### src/rtl/sepf_pkg.sv
// shared constants and command/status types of the separable 3-tap image filter
`default_nettype none

package sepf_pkg;

  // defaults for the top-level parameters
  localparam int DEF_MAX_ROWS     = 64;
  localparam int DEF_MAX_COLS     = 64;
  localparam int DEF_CHANNEL_BITS = 16;

  // fixed field widths of the item channels and the register port
  localparam int COORD_W    = 6;
  localparam int CHAN_W     = 16;
  localparam int APB_ADDR_W = 4;
  localparam int APB_DATA_W = 32;

  // signed pass accumulator: four full channels plus the bias level fit in 20 bits
  localparam int ACC_W = 20;

  // request types
  localparam logic REQ_WRITE = 1'b0;

  // filter modes
  localparam logic [1:0] MODE_BINOMIAL = 2'd0;
  localparam logic [1:0] MODE_SOBEL_X  = 2'd1;
  localparam logic [1:0] MODE_SOBEL_Y  = 2'd2;

  // register reset values
  localparam logic [1:0]  RST_FILTER_MODE = MODE_BINOMIAL;
  localparam logic [6:0]  RST_FRAME_ROWS  = 7'd64;
  localparam logic [6:0]  RST_FRAME_COLS  = 7'd64;
  localparam logic [15:0] RST_BIAS_LEVEL  = 16'd255;

  // configuration registers
  typedef struct packed {
    logic [1:0]  filter_mode;
    logic [6:0]  frame_rows;
    logic [6:0]  frame_cols;
    logic [15:0] bias_level;
  } cfg_t;

  // controller to datapath
  typedef struct packed {
    logic       capture;
    logic       decode;
    logic       rd_issue;
    logic [1:0] tap_k;
    logic [1:0] tap_t;
    logic       load_out;
  } cmd_t;

  // datapath to controller
  typedef struct packed {
    logic is_write;
    logic in_range;
    logic slot_free;
  } stat_t;

endpackage

`default_nettype wire

### src/rtl/sepf_ctrl.sv
// request sequencer: decode, nine frame reads, pipeline drain, result load
`default_nettype none

module sepf_ctrl (
  input  logic            clk,
  input  logic            rst,
  input  logic            in_valid,
  output logic            in_ready,
  input  sepf_pkg::stat_t stat,
  output sepf_pkg::cmd_t  cmd
);
  import sepf_pkg::*;

  localparam logic [2:0] S_IDLE   = 3'd0;
  localparam logic [2:0] S_DECODE = 3'd1;
  localparam logic [2:0] S_FETCH  = 3'd2;
  localparam logic [2:0] S_DRAIN  = 3'd3;
  localparam logic [2:0] S_LOAD   = 3'd4;

  logic [2:0] state;
  logic [2:0] state_next;
  logic [1:0] tap_k;
  logic [1:0] tap_t;
  logic       drain;

  assign in_ready = (state == S_IDLE);

  // next state and commands
  always_comb begin
    state_next   = state;
    cmd          = '0;
    cmd.capture  = in_valid & in_ready;
    cmd.tap_k    = tap_k;
    cmd.tap_t    = tap_t;
    case (state)
      S_IDLE: begin
        if (cmd.capture) state_next = S_DECODE;
      end
      S_DECODE: begin
        cmd.decode = 1'b1;
        if (stat.is_write) state_next = S_IDLE;
        else if (!stat.in_range) state_next = S_LOAD;
        else state_next = S_FETCH;
      end
      S_FETCH: begin
        cmd.rd_issue = 1'b1;
        if (tap_k == 2'd2 && tap_t == 2'd2) state_next = S_DRAIN;
      end
      S_DRAIN: begin
        if (drain) state_next = S_LOAD;
      end
      S_LOAD: begin
        cmd.load_out = 1'b1;
        if (stat.slot_free) state_next = S_IDLE;
      end
      default: state_next = S_IDLE;
    endcase
  end

  // state and tap counters
  always_ff @(posedge clk) begin
    if (rst) begin
      state <= S_IDLE;
      tap_k <= '0;
      tap_t <= '0;
      drain <= 1'b0;
    end else begin
      state <= state_next;
      if (state == S_DECODE) begin
        tap_k <= '0;
        tap_t <= '0;
        drain <= 1'b0;
      end else if (state == S_FETCH) begin
        if (tap_t == 2'd2) begin
          tap_t <= '0;
          tap_k <= tap_k + 2'd1;
        end else begin
          tap_t <= tap_t + 2'd1;
        end
      end else if (state == S_DRAIN) begin
        drain <= 1'b1;
      end
    end
  end

endmodule

`default_nettype wire

### config.mk
export PLATFORM = sky130hd
export DESIGN_NAME = sepf_ctrl
export DESIGN_NICKNAME = d
export VERILOG_FILES = /design/src/rtl/sepf_pkg.sv /design/src/rtl/sepf_ctrl.sv
export SDC_FILE = /design/constraint.sdc
export NUM_CORES = 1
export LEC_CHECK = 0
export CAP_MARGIN = 40
export CORE_AREA = 4 4 41 43
export CTS_CLUSTER_SIZE = 30
export DETAILED_ROUTE_END_ITERATION = 6
export DIE_AREA = 0 0 45 47
export DONT_BUFFER_PORTS = 1
export PLACE_DENSITY = 0.55
export SYNTH_ARGS = -nofsm -noshare
export SYNTH_HDL_FRONTEND = slang
export SYNTH_SLANG_ARGS = --single-unit
### constraint.sdc
create_clock -name clk -period 1.5 [get_ports clk]
set_input_delay 0.3 -clock clk [delete_from_list [all_inputs] [get_ports clk]]
set_output_delay 0.3 -clock clk [all_outputs]
set_load 0.02 [all_outputs]
### Word-level counts from Yosys, hierarchy flattened

Index checks and enable logic that the tools add are counted.

* bits in registers: 8
* latch bits: 0
* bits in writable memories: 0
* ROM bits: 0
* input bits: 6
* output and inout port bits: 9
* memories kept: 0

* add/subtract/negate cells: 2
* multiply operators: 0
* divide/modulo/power cells: 0
* order comparisons: 0
* equality and inequality tests: 10
* shift-type cells: 0
* muxes and demuxes: 11
* bitwise gates (word level): 2
* reductions and logical operators: 6

Operator list (number)
* $mux 3: 6
* $pmux 3 s5: 1
* $eq 3x2->1 const B: 2
* $ne 2x2->1 const B: 3
* $add 2x1->2 const B: 2
* $eq 2x2->1 const B: 2
* $reduce_and 2->1: 2
* $reduce_and 4->1: 1
* $eq 3x1->1 const B: 1
* $eq 3x3->1 const B: 1
* $logic_not 3->1: 1
* $mux 1: 3
* $mux 2: 1
* $ne 2x1->1 const B: 1
* $reduce_or 2->1: 1
* $and 1x1->1: 1
* $logic_and 1x1->1: 1
* $not 1->1: 1

### Logic depth before layout (Yosys ltp)

* word-level depth: 4
* gate-level depth with buffers: 5
* gate-level depth less buffers: 4

### Worst setup path after synthesis

OpenSTA, ideal clock, no wires.

* path kind: reg-to-output
* start point: reg state[0]
* end point: out cmd[7] (netlist bit)
* arrival: 1282 ps
* required time: 1200 ps
* path slack: -82 ps
* stages on the path, launching flop included: 4
* path through: dfxtp_1 buf_6 nor3_1 and2_1

RTL lines
* start: declaration: RTL line sepf_ctrl.sv:20 `logic [2:0] state;`
* start signal: assignment: RTL line sepf_ctrl.sv:68 `state <= state_next;`
* end: declaration: RTL line sepf_ctrl.sv:10 `output sepf_pkg::cmd_t cmd`

==> results.md <==
- Status: completed
- Final clock skew: 6.29 ps
- Cells along the critical path: or3b_4 -> inv_4
- Initial DRT Pass Iterations: 2
- Hold-critical path depth: 1
- Layout cells sized above 1: 0.281
- Fraction of registers with async set/reset: 0
- Std-Cell Rows: 13
- Antenna violations before repair: 0
- Synth warn: 0
- Via Count: about 350
- Layout overhead on the synthesized area: 19.4%
- Number of levels the H-tree was split into: 1
- Relative slew slack: 0.785
- Gate family responsible for the most delay along the worst path: simple AND/OR/NAND/NOR gates
- Core region area: around 0.0013 sq mm
- Synthesized cell area: a little over 400 sq um
- Mean post-synth cell area: approximately 8.4 sq um
- Minimum hold slack: ~130 ps
- Slack of the worst reg-to-reg path: approximately 160 ps
- Diodes inserted: 0
- Total of buffers placed on input and output ports: 0
- Worst path depth: 2
- Cell taking the most area after synthesis: sky130_fd_sc_hd__dfxtp_1
- TritonCTS clock tree: done
- Effective utilization at floorplan: 0.317
- Share of synthesized area occupied by flip-flops and latches: 0.388
- Detailed placer's ending HPWL: 663 um
- Width of the die: between 40 and 50 um
- Buffer type at the clock tree root: sky130_fd_sc_hd__clkbuf_4
- Number of slew-limit violations in the final report: 0
- Slowest-stage cell, CP: sky130_fd_sc_hd__or3b_4
- Number of synthesized register bits: 8
- Die Y: roughly 47 um
- Maximum number of buffers from clock root to sink: 2
- Largest net degree at the start of global routing: 10
- Remaining number of nets flagged by the antenna check after routing: 0
- Net count, final: 66
- Most common library cells after synthesis: sky130_fd_sc_hd__a21oi_1, sky130_fd_sc_hd__dfxtp_1, sky130_fd_sc_hd__nand2_1
- Count of endpoints failing setup in the final report: 0
- Number of CTS-inserted buffers: 3
- Number of design-rule violations left by the first detailed-router iteration: 5
- Path type of the worst setup path: flip-flop to output pin
- Average wire length per cell after detail routing: approximately 11 um
- Max Cap Violations: 0
- Wire length of the first global-routing pass: about 1400 um
- Combined area of the multi-input logic cells: ~220 sq um
- I/O Pins: 15
- Worst-case reg-to-reg path depth: 4
- Setup TNS: 0 ps
- Insertion delay of the later-clocked pin in the worst-skew pair: ~250 ps
- Max frequency: 680 MHz
- Clock input transition at the sequential cells of the worst setup and hold paths: around 50 ps
- Fill cell instance count of the final layout: between 150 and 200
- Total area of sequential cells: approximately 160 sq um
- Unrepaired setup endpoints after global routing: yes
- Vias in the first global route: between 300 and 400
- Global routing usage summed across all routing layers: 0.0904
- Worst path arrival time: around 1200 ps
- Post-Synthesis Cells: between 40 and 50
- Post-CTS Setup Bufs: 0
- Maximum cell stage delay along the critical path: around 430 ps
- Kind of capture point of the worst setup path: output pin
- Critical Path RT: 1200 ps
- Hold WC Path Type: primary input to flip-flop
- Actual slew at the worst max-slew pin: ~320 ps
- TritonCTS Sinks: 8
- Worst Setup Start Kind: flip-flop
- Leakage power of the design: about 0.00019 uW
- Max IR drop VDD: ~0.53 mV
- Total congestion overflow: 0
- Synth area leaders: sky130_fd_sc_hd__dfxtp_1, sky130_fd_sc_hd__a21oi_1, sky130_fd_sc_hd__buf_6
- Number of flops mapped to enable cells by yosys: 0
- Last weighted congestion value of the routability-driven placer: roughly 0.75
- Count of different cell masters after synthesis: 23
- Power per unit of standard cell area: around 910 mW/mm^2
- Ys flop type: sky130_fd_sc_hd__dfxtp_1
- Min cycle time layout: about 1500 ps
- Largest fanout on the critical path: 8
- Die Area: 0.00212 sq mm
- Final core area utilization: 0.379
- Number of remaining DRC errors: 0
- Final worst path period share: 0.980
- Vias per inst: ~4.8
- Syn nets: 56
- Total wirelength of the detailed-routed design: between 700 and 800 um
- Post-synth top area share: 0.388
- Final hold violations: 0
- Number of buffers and inverters on the critical path: 1
-- routing by layer --
metal	routed length, um	global-route usage	up-vias	share of wire
met5	0	0	-	0
met4	0	0.0351	0	0
met2	373	0.138	3	0.47
met3	25	0.0498	0	0.032
met1	388	0.106	149	0.49
li1	-	-	193	-
-- sequential cells by signal (all words and copies together) (netlist names) --
register,cells
state,3
tap_t,2
drain,1
tap_k,2
-- placed cells by master, fill, tap and decap left out, drive strengths merged --
master	instances
or2	1
nand3b	1
nor2	3
o21ai	1
and4bb	1
a21oi	8
nor2b	1
and2	1
o32ai	1
nand2	4
ha	1
nand3	2
buf	7
nor3b	2
or3b	1
nor3	3
a311oi	1
a21o	1
clkbuf	3
or3	1
inv	4
dfxtp	8
o41ai	1
-- power breakdown --
group | internal (uW) | leakage [uW] | total (uW) | switching, uW
clock | 91.0 | 0.0000138 | 156 | 65.1
combinational | 29.8 | 0.000110 | 66.6 | 36.8
sequential | 220 | 0.0000649 | 228 | 8.33
-- final cells by class --
type	instances	share of cell area
Multi-Input combinational cell	35	0.449
Sequential cell	8	0.325
Timing Repair Buffer	7	0.107
Clock buffer	3	0.0457
Tap cell	15	0.0381
Inverter	4	0.0355
-- cells by family after synthesis --
group           Yosys count  share of synthesized area
flops                     8                      0.388
simple gates             21                      0.297
buf+inv                   6                     0.0939
compound gates           13                      0.191
fa+ha+maj                 1                     0.0303
-- repair_timing --
action / CTS / global route
endpoints found under the setup margin: 1 / 3
gates resized for setup: 1 / 2
hold buffers: 0 / 0
-- path summary, 6_finish.rpt --
kind	end	start
worst min-delay path	state[1]	rst
worst max register to register	tap_k[1]	state[2]
worst max-delay path	cmd[5]	state[2]
worst min register to register	state[0]	drain
-- stage by stage --
stage	worst slack [ps]	instances	power, uW	instance area, sq um
after floorplan	69.5	49	282	418
after global placement	198	69	296	467
after detailed placement	138	69	297	467
after CTS	7.18	72	459	490
after global routing	-37.1	72	476	493
final	29.5	72	451	493
No activity file was read; power rests on OpenSTA's default activity.
