File: src/rtl/sepf_pkg.sv
// shared constants and command/status types of the separable 3-tap image filter
`default_nettype none

package sepf_pkg;

  // defaults for the top-level parameters
  localparam int DEF_MAX_ROWS     = 64;
  localparam int DEF_MAX_COLS     = 64;
  localparam int DEF_CHANNEL_BITS = 16;

  // fixed field widths of the item channels and the register port
  localparam int COORD_W    = 6;
  localparam int CHAN_W     = 16;
  localparam int APB_ADDR_W = 4;
  localparam int APB_DATA_W = 32;

  // signed pass accumulator: four full channels plus the bias level fit in 20 bits
  localparam int ACC_W = 20;

  // request types
  localparam logic REQ_WRITE = 1'b0;

  // filter modes
  localparam logic [1:0] MODE_BINOMIAL = 2'd0;
  localparam logic [1:0] MODE_SOBEL_X  = 2'd1;
  localparam logic [1:0] MODE_SOBEL_Y  = 2'd2;

  // register reset values
  localparam logic [1:0]  RST_FILTER_MODE = MODE_BINOMIAL;
  localparam logic [6:0]  RST_FRAME_ROWS  = 7'd64;
  localparam logic [6:0]  RST_FRAME_COLS  = 7'd64;
  localparam logic [15:0] RST_BIAS_LEVEL  = 16'd255;

  // configuration registers
  typedef struct packed {
    logic [1:0]  filter_mode;
    logic [6:0]  frame_rows;
    logic [6:0]  frame_cols;
    logic [15:0] bias_level;
  } cfg_t;

  // controller to datapath
  typedef struct packed {
    logic       capture;
    logic       decode;
    logic       rd_issue;
    logic [1:0] tap_k;
    logic [1:0] tap_t;
    logic       load_out;
  } cmd_t;

  // datapath to controller
  typedef struct packed {
    logic is_write;
    logic in_range;
    logic slot_free;
  } stat_t;

endpackage

`default_nettype wire

File: src/rtl/sepf_regs.sv
// configuration registers behind the apb-style port
`default_nettype none

module sepf_regs (
  input  logic                               clk,
  input  logic                               rst,
  input  logic                               psel,
  input  logic                               penable,
  input  logic                               pwrite,
  input  logic [sepf_pkg::APB_ADDR_W-1:0]    paddr,
  input  logic [sepf_pkg::APB_DATA_W-1:0]    pwdata,
  output logic [sepf_pkg::APB_DATA_W-1:0]    prdata,
  output logic                               pready,
  output sepf_pkg::cfg_t                     cfg
);
  import sepf_pkg::*;

  localparam logic [1:0] REG_FILTER_MODE = 2'd0;
  localparam logic [1:0] REG_FRAME_ROWS  = 2'd1;
  localparam logic [1:0] REG_FRAME_COLS  = 2'd2;
  localparam logic [1:0] REG_BIAS_LEVEL  = 2'd3;

  logic       wr_en;
  logic [1:0] reg_idx;

  assign pready  = 1'b1;
  assign wr_en   = psel & penable & pwrite & pready;
  assign reg_idx = paddr[3:2];

  // register writes
  always_ff @(posedge clk) begin
    if (rst) begin
      cfg.filter_mode <= RST_FILTER_MODE;
      cfg.frame_rows  <= RST_FRAME_ROWS;
      cfg.frame_cols  <= RST_FRAME_COLS;
      cfg.bias_level  <= RST_BIAS_LEVEL;
    end else if (wr_en) begin
      case (reg_idx)
        REG_FILTER_MODE: cfg.filter_mode <= pwdata[1:0];
        REG_FRAME_ROWS:  cfg.frame_rows  <= pwdata[6:0];
        REG_FRAME_COLS:  cfg.frame_cols  <= pwdata[6:0];
        REG_BIAS_LEVEL:  cfg.bias_level  <= pwdata[15:0];
        default: ;
      endcase
    end
  end

  // readback
  always_comb begin
    case (reg_idx)
      REG_FILTER_MODE: prdata = APB_DATA_W'(cfg.filter_mode);
      REG_FRAME_ROWS:  prdata = APB_DATA_W'(cfg.frame_rows);
      REG_FRAME_COLS:  prdata = APB_DATA_W'(cfg.frame_cols);
      REG_BIAS_LEVEL:  prdata = APB_DATA_W'(cfg.bias_level);
      default:         prdata = '0;
    endcase
  end

endmodule

`default_nettype wire

File: config.mk
export PLATFORM = sky130hd
export DESIGN_NAME = sepf_regs
export DESIGN_NICKNAME = d
export VERILOG_FILES = /design/src/rtl/sepf_pkg.sv /design/src/rtl/sepf_regs.sv
export SDC_FILE = /design/constraint.sdc
export NUM_CORES = 1
export LEC_CHECK = 0
export BUFFER_PORTS_ARGS = -buffer_cell sky130_fd_sc_hd__buf_2
export CORE_ASPECT_RATIO = 1.75
export CORE_MARGIN = 1
export CORE_UTILIZATION = 35
export DETAILED_ROUTE_END_ITERATION = 8
export HOLD_SLACK_MARGIN = 0.03
export MAX_ROUTING_LAYER = met4
export PLACE_DENSITY = 0.67
export SYNTH_ARGS = -nofsm -noshare
export SYNTH_HDL_FRONTEND = slang
export SYNTH_SLANG_ARGS = --single-unit
export TNS_END_PERCENT = 100
File: constraint.sdc
create_clock -name clk -period 1.2 [get_ports clk]
set_input_delay 0 -clock clk [delete_from_list [all_inputs] [get_ports clk]]
set_output_delay 0 -clock clk [all_outputs]
set_load 0.03 [all_outputs]
==> Word level (Yosys, flattened, before mapping) <==
Cells that the tools add are included.
W data, S select, Z words.
{ "classes": {"mux": 1, "addsub": 0, "n_lt_le_gt_ge": 0, "n_eq_ne": 3, "n_mul": 0, "n_shift": 0, "reduce_logical": 5, "n_div": 0, "n_bitwise": 2} }
{ "op_table": {"columns": ["op", "n"], "rows": [
  ["$pmux W32 S4", 1],
  ["$reduce_and A2 Y1", 4],
  ["$eq A2 B2 Y1 const B", 2],
  ["$and A1 B1 Y1", 2],
  ["$eq A2 B1 Y1 const B", 1],
  ["$logic_not A2 Y1", 1]
]} }
{ "totals": {"latchBits": 0, "out_inout_bits": 65, "word_cells": 15, "rom_bits": 0, "mem_bits_rw": 0, "n_memories": 0, "regBits": 32, "input_bits": 41} }

==> Depth between registers and ports, before layout <==
Gate-level depths: netlist of the first run.
{ "depth": {"depth_word": 3, "depth_mapped": 4, "depth_no_buf": 3} }

==> Worst setup path after synthesis of the first run <==
No wires, ideal clock.
{ "synth_timing": {"kind": "flip-flop to output port", "from": "register cfg[0] in the netlist's numbering", "to": "output prdata[0] in the netlist's numbering", "t_arrival_ns": 1.003, "path_buffers": 0, "stages_incl_launch_ff": 2, "required_time_ns": 1.200, "slack_ns": 0.197, "cell_sequence": "dfxtp_1 mux4_2"} }
{ "synth_between": {"elab_chain_len": 1} }
{ "synth_rtl": {"columns": ["element", "line_no", "source"], "rows": [
  ["start, declared", "sepf_regs.sv:14", "output sepf_pkg::cfg_t cfg"],
  ["$pmux W32 S4", "sepf_regs.sv:50", "case (reg_idx)"],
  ["end, declared", "sepf_regs.sv:12", "output logic [sepf_pkg::APB_DATA_W-1:0] prdata,"]
]} }
No other way between the ends. The select of a mux whose other input is x is not followed.

==> Worst setup path in the final report of the first run <==
{ "layout_timing": {"from": "register cfg[23] in the netlist's numbering", "to": "output prdata[0] in the netlist's numbering"} }
The elaborated chain is that of the path after synthesis.

==> results of run 1 <==
final cells by class:
cell class,count,area (um^2)
Fill cell,456,2240
Multi-Input combinational cell,133,953
Timing Repair Buffer,99,689
Sequential cell,32,656
Clock buffer,6,72.6
Tap cell,52,65.1
Clock inverter,2,35.0
worst max-delay path, cell delays in order (launching register included):
cell and delay, ns:
dfxtp_2 0.33, mux4_2 0.46, buf_6 0.15
per-layer routing:
layer	routed length, um	vias up
met2	2180	61
li1	-	745
met5	0	-
met4	107	0
met3	225	8
met1	1670	656
placed cells by master (no fill, tap or decap), drive strengths merged, types with 2 or more instances in the layout:
cell type    Yosys  layout
a22o             5       5
conb             2      17
clkbuf           8       6
mux4             2       2
dlygate4sd3      0      16
dfxtp           32      32
buf             21      83
mux2i           32      32
and3             9       9
nor2            19      19
nand2b          36      36
mux2             5       5
nor3b            2       2
final timing paths:
| check | end | slack [ns] | startpoint | cells past startpoint |
|---|---|---|---|---|
| min reg2reg | cfg[17]$_SDFFE_PP0P_ | 0.48 | cfg[17]$_SDFFE_PP0P_ | 2 |
| min | cfg[24]$_SDFFE_PP0P_ | 0.13 | penable | 3 |
| max reg2reg | cfg[22]$_SDFFE_PP1P_ | 0.46 | cfg[22]$_SDFFE_PP1P_ | 3 |
| max | prdata[0] | -0.04 | cfg[23]$_SDFFE_PP0P_ | 2 |
stage by stage:
step           setup WS [ns]  area, um^2  cells  hold slack, ns
2_1_floorplan          0.197        1780    194           0.155
3_3_place_gp           0.132        2110    296           0.255
3_5_place_dp           0.133        2110    296           0.265
4_1_cts              -0.0496        2460    324           0.122
5_1_grt              -0.0849        2470    324           0.130
6_report             -0.0356        2470    324           0.133
logic make-up (layout without fill, tap and decap cells):
kind of cell	count (synthesis)	after routing	synth area share, %
flip-flops	32	32	37.2
other	2	17	0.436
AND/OR/NAND/NOR	72	72	24.2
multiplexers	39	39	24.5
AO/OA/AOI/OAI	5	5	2.54
buffers and inverters	29	107	11.2
what timing repair did:
| action | CTS | global route |
|---|---|---|
| hold endpoints to repair | 25 | 0 |
| gates resized for setup | 24 | 4 |
| cloned | 0 | 0 |
| hold buffers | 16 | 0 |
| pin swaps | 0 | 0 |
| setup buffers | 4 | 0 |
| endpoints found under the setup margin | 7 | 7 |
power groups by stage:
stage | logic, mW | clock network, mW | registers, mW
detailed placement | 0.390 | 0 | 1.11
finish | 0.457 | 1.03 | 1.09
global route | 0.491 | 1.10 | 1.09
CTS | 0.457 | 1.06 | 1.09
global placement | 0.388 | 0 | 1.11
floorplan | 0.287 | 0 | 1.14
==> reports/results.ini, run 1 <==
[synthesis]
synthTopCellsByArea = dfxtp_1, mux2i_1, nand2b_1, buf_4, nor2_1
yosysMostFrequentCell = nand2b_1
ys_async_sr_fraction_pct = 0
synth_top_area_share_pct = 37.2
synth.distinct_cells = 22
synth_common_cells = nand2b_1, dfxtp_1, mux2i_1
synth_top_cell_by_area = dfxtp_1
synth_ff_type = dfxtp_1
synth_edf_count = 0
syn_area_per_cell_um2 = 9.63
syn_inst = 179
yosys_register_bits = 32
ys_seq_area_share_pct = 37.2
netlist_area_um2 = 1720
yosys_warnings = 0

[sta]
setup_ws_ns = -0.0356
finalSetupTns_ns = -0.0870
rsz0062_at_grt = true
setup_viol = 5
fin_crit_sh_pct = 103
hold_viol_final = 0
fin_skew_ns = 0
post-route-min-period_ns = 1.24
maxSlewViolCount = 0
max_clock_freq_mhz = 809

[placement]
dp_hpwl_um = 2850
gp_congestion = 0.754
port_buffers = 70

[outcome]
status = finished with violations
violations = negative setup slack

[grt]
grt_max_degree = 55
met1_usage_pct = 19.4
first_global_vias = 1365
grtUsageMet3_pct = 3.38
busiest_layer = met2
grt_pass1_wl_um = 6330
grt_use_met2_pct = 28.1
antenna_found_initial = 0
grt-ovfl-total = 0
grt_use_total_pct = 17.6

[final_layout]
layout-drive-gt1-share_pct = 41.2
largestRegisters = cfg x32
largest_reg_flops = 32
regMostFlops = cfg
antenna_cells = 0
fin_nets = 312
utilization_pct = 52.5
areaGrowthSynthToFinish_pct = 43.4

[min_path]
hold_class = input port to flop

[power]
ir_worst_vdd_uv = 871
internal-power_mw = 1.89
p_clk_share_pct = 39.9
powerDensity_nw_per_um2 = 1040
switching_share_pct = 26.5
p_comb_share_pct = 17.8
p_leak_nw = 1.20
power_mw = 2.57
switchingPower_mw = 0.681
seq_power_share_pct = 42.3

[floorplanning]
die_w_um = 55.0
die_height_um = 94.8
num_rows = 33
coreArea_um2 = 4710
dieArea_um2 = 5220
pin_count = 106
initial_utilization_pct = 36.6

[detailed_routing]
viasPerCell = 4.54
drtIter0Drc = 15
route.detailed.drc = 0
post_drt_wl_per_cell_um = 12.9
ant_nets = 0
wirelength_um = 4180
via_count = 1470
firstDrtPassIters = 4

[clocking]
cts_buffers = 5
numClockSinks = 32
clk_pin_slew_worst_paths_ns = 0.07
clockBufferDepth = 2
cts_max_level = 2
cts_tree = built
cts-root-buf = clkbuf_8
insertion_delay_ns = 0.29

[critical_path]
crit_required_ns = 1.20
worstPathMaxFanout = 3
cp-start-kind = flop
endpoint_kind = output port
worst-setup-path-type = flop to output port
cp.arrival_ns = 1.24

[job]
max-cap-violations = 0

No activity file was read; power rests on OpenSTA's default activity.
==> run 2, diff against run 1 <==
--- a/config.mk
+++ b/config.mk
@@ -9,10 +9,12 @@
 export CORE_ASPECT_RATIO = 1.75
 export CORE_MARGIN = 1
 export CORE_UTILIZATION = 35
+export CTS_BUF_LIST = sky130_fd_sc_hd__clkbuf_8
 export DETAILED_ROUTE_END_ITERATION = 8
 export HOLD_SLACK_MARGIN = 0.03
 export MAX_ROUTING_LAYER = met4
 export PLACE_DENSITY = 0.67
+export RECOVER_POWER = 50
 export SYNTH_ARGS = -nofsm -noshare
 export SYNTH_HDL_FRONTEND = slang
 export SYNTH_SLANG_ARGS = --single-unit
==> reports/results.ini, run 2 (same netlist as run 1, synthesis figures left out) <==
[outcome]
status = finished with violations
violations = negative setup slack

[power]
p_leak_nw = 1.17
powerDensity_nw_per_um2 = 1050
power_mw = 2.56
ir_worst_vdd_uv = 873

[final_layout]
final_cell_mix = buf_2, nand2b_1, mux2i_1
largest_reg_flops = 32
layout-drive-gt1-share_pct = 37.5
fin_nets = 312
areaGrowthSynthToFinish_pct = 41.0
stdcell_count = 324
antenna_cells = 0
regMostFlops = cfg
layout_commonest_cell = buf_2
largestRegisters = cfg x32

[sta]
setup_viol = 7
rsz0062_at_grt = true
hold_viol_final = 0
post-route-min-period_ns = 1.24
fin_crit_sh_pct = 103
maxSlewViolCount = 0
fin_skew_ns = 0
setup_ws_ns = -0.0402
max_clock_freq_mhz = 806

[clocking]
cts-root-buf = clkbuf_8
insertion_delay_ns = 0.29
clockBufferDepth = 2
cts_tree = built
cts_buffers = 5
numClockSinks = 32
clk_pin_slew_worst_paths_ns = 0.07
cts_max_level = 2

[detailed_routing]
route.detailed.drc = 0
ant_nets = 0
wl_met1_um = 1660
highest_layer = met4
met3WireLength_um = 236
post_drt_wl_per_cell_um = 12.9
drtIter0Drc = 16
viasPerCell = 4.57
via_count = 1481
dr_wl_met2_um = 2160
wirelength_um = 4180
firstDrtPassIters = 4

[floorplanning]
num_rows = 33
pin_count = 106
initial_utilization_pct = 36.6
dieArea_um2 = 5220
die_height_um = 94.8
coreArea_um2 = 4710
die_w_um = 55.0

[placement]
gp_congestion = 0.754
place_inst = 296
dp_hpwl_um = 2850
port_buffers = 70

[grt]
grt_max_degree = 55
grt_use_total_pct = 17.6
grt-ovfl-total = 0
antenna_found_initial = 0
first_global_vias = 1365
grt_pass1_wl_um = 6330

[critical_path]
crit_required_ns = 1.20
cp.arrival_ns = 1.24
worst-setup-path-type = flop to output port
cp-start-kind = flop
endpoint_kind = output port
worstPathMaxFanout = 3

[job]
max-cap-violations = 0

[min_path]
hold_class = input port to flop

## run 2: changes by cell type in the layout (fill, tap and decap cells not counted), sizes merged
cell and delta:
clkbuf +9, buf -10, inv +1
## run 2: layout make-up
| cell class | count | area [um^2] |
|---|---|---|
| clock inverters | 3 | 38.8 |
| flip-flops and latches | 32 | 656 |
| multi-input cells | 133 | 946 |
| clock buffers | 5 | 68.8 |
| fillers | 463 | 2280 |
| well taps | 52 | 65.1 |
| repair buffers | 99 | 654 |
## run 2: through the flow
| stage | TNS, ns | setup WS, ns | hold WS (ns) | area, um^2 | utilization, % |
|---|---|---|---|---|---|
| 3_5_place_dp | 0 | 0.133 | 0.265 | 2110 | 44.8 |
| 6_report | -0.138 | -0.0402 | 0.126 | 2430 | 51.6 |
| 4_1_cts | -0.132 | -0.0496 | 0.122 | 2460 | 52.3 |
| 5_1_grt | -0.545 | -0.0849 | 0.130 | 2430 | 51.6 |
| 2_1_floorplan | 0 | 0.197 | 0.155 | 1780 | - |
| 3_3_place_gp | 0 | 0.132 | 0.255 | 2110 | 44.8 |
## run 2: path summary, 6_finish.rpt
check,endpoint,startpoint,slack (ns),cells past startpoint
min reg2reg,cfg[17]$_SDFFE_PP0P_,cfg[17]$_SDFFE_PP0P_,0.48,2
max reg2reg,cfg[22]$_SDFFE_PP1P_,cfg[22]$_SDFFE_PP1P_,0.46,3
max,prdata[0],cfg[23]$_SDFFE_PP0P_,-0.04,2
min,cfg[24]$_SDFFE_PP0P_,penable,0.13,3
## run 2: critical path: stages, from the launching register on
cell     delay [ns]
dfxtp_2        0.34
mux4_2         0.46
buf_6          0.15
## run 2: power breakdown
group / switching [mW] / internal, mW / leakage, nW
Combinational: 0.261 / 0.189 / 0.848
Clock: 0.415 / 0.608 / 0.0593
Sequential: 0.00992 / 1.08 / 0.260
## run 2: timing repair
item | 4_1_cts | 5_1_grt
hold endpoints to repair | 25 | 0
gates resized for setup | 24 | 4
hold buffers | 16 | 0
endpoints found under the setup margin | 7 | 7
buffers inserted | 4 | 0
## run 2: metal layers
metal / vias to the layer above / global-route usage (%)
met1: 662 / 19.4
met5: - / -
li1: 746 / -
met2: 63 / 28.1
met3: 10 / 3.38
met4: 0 / 10.6
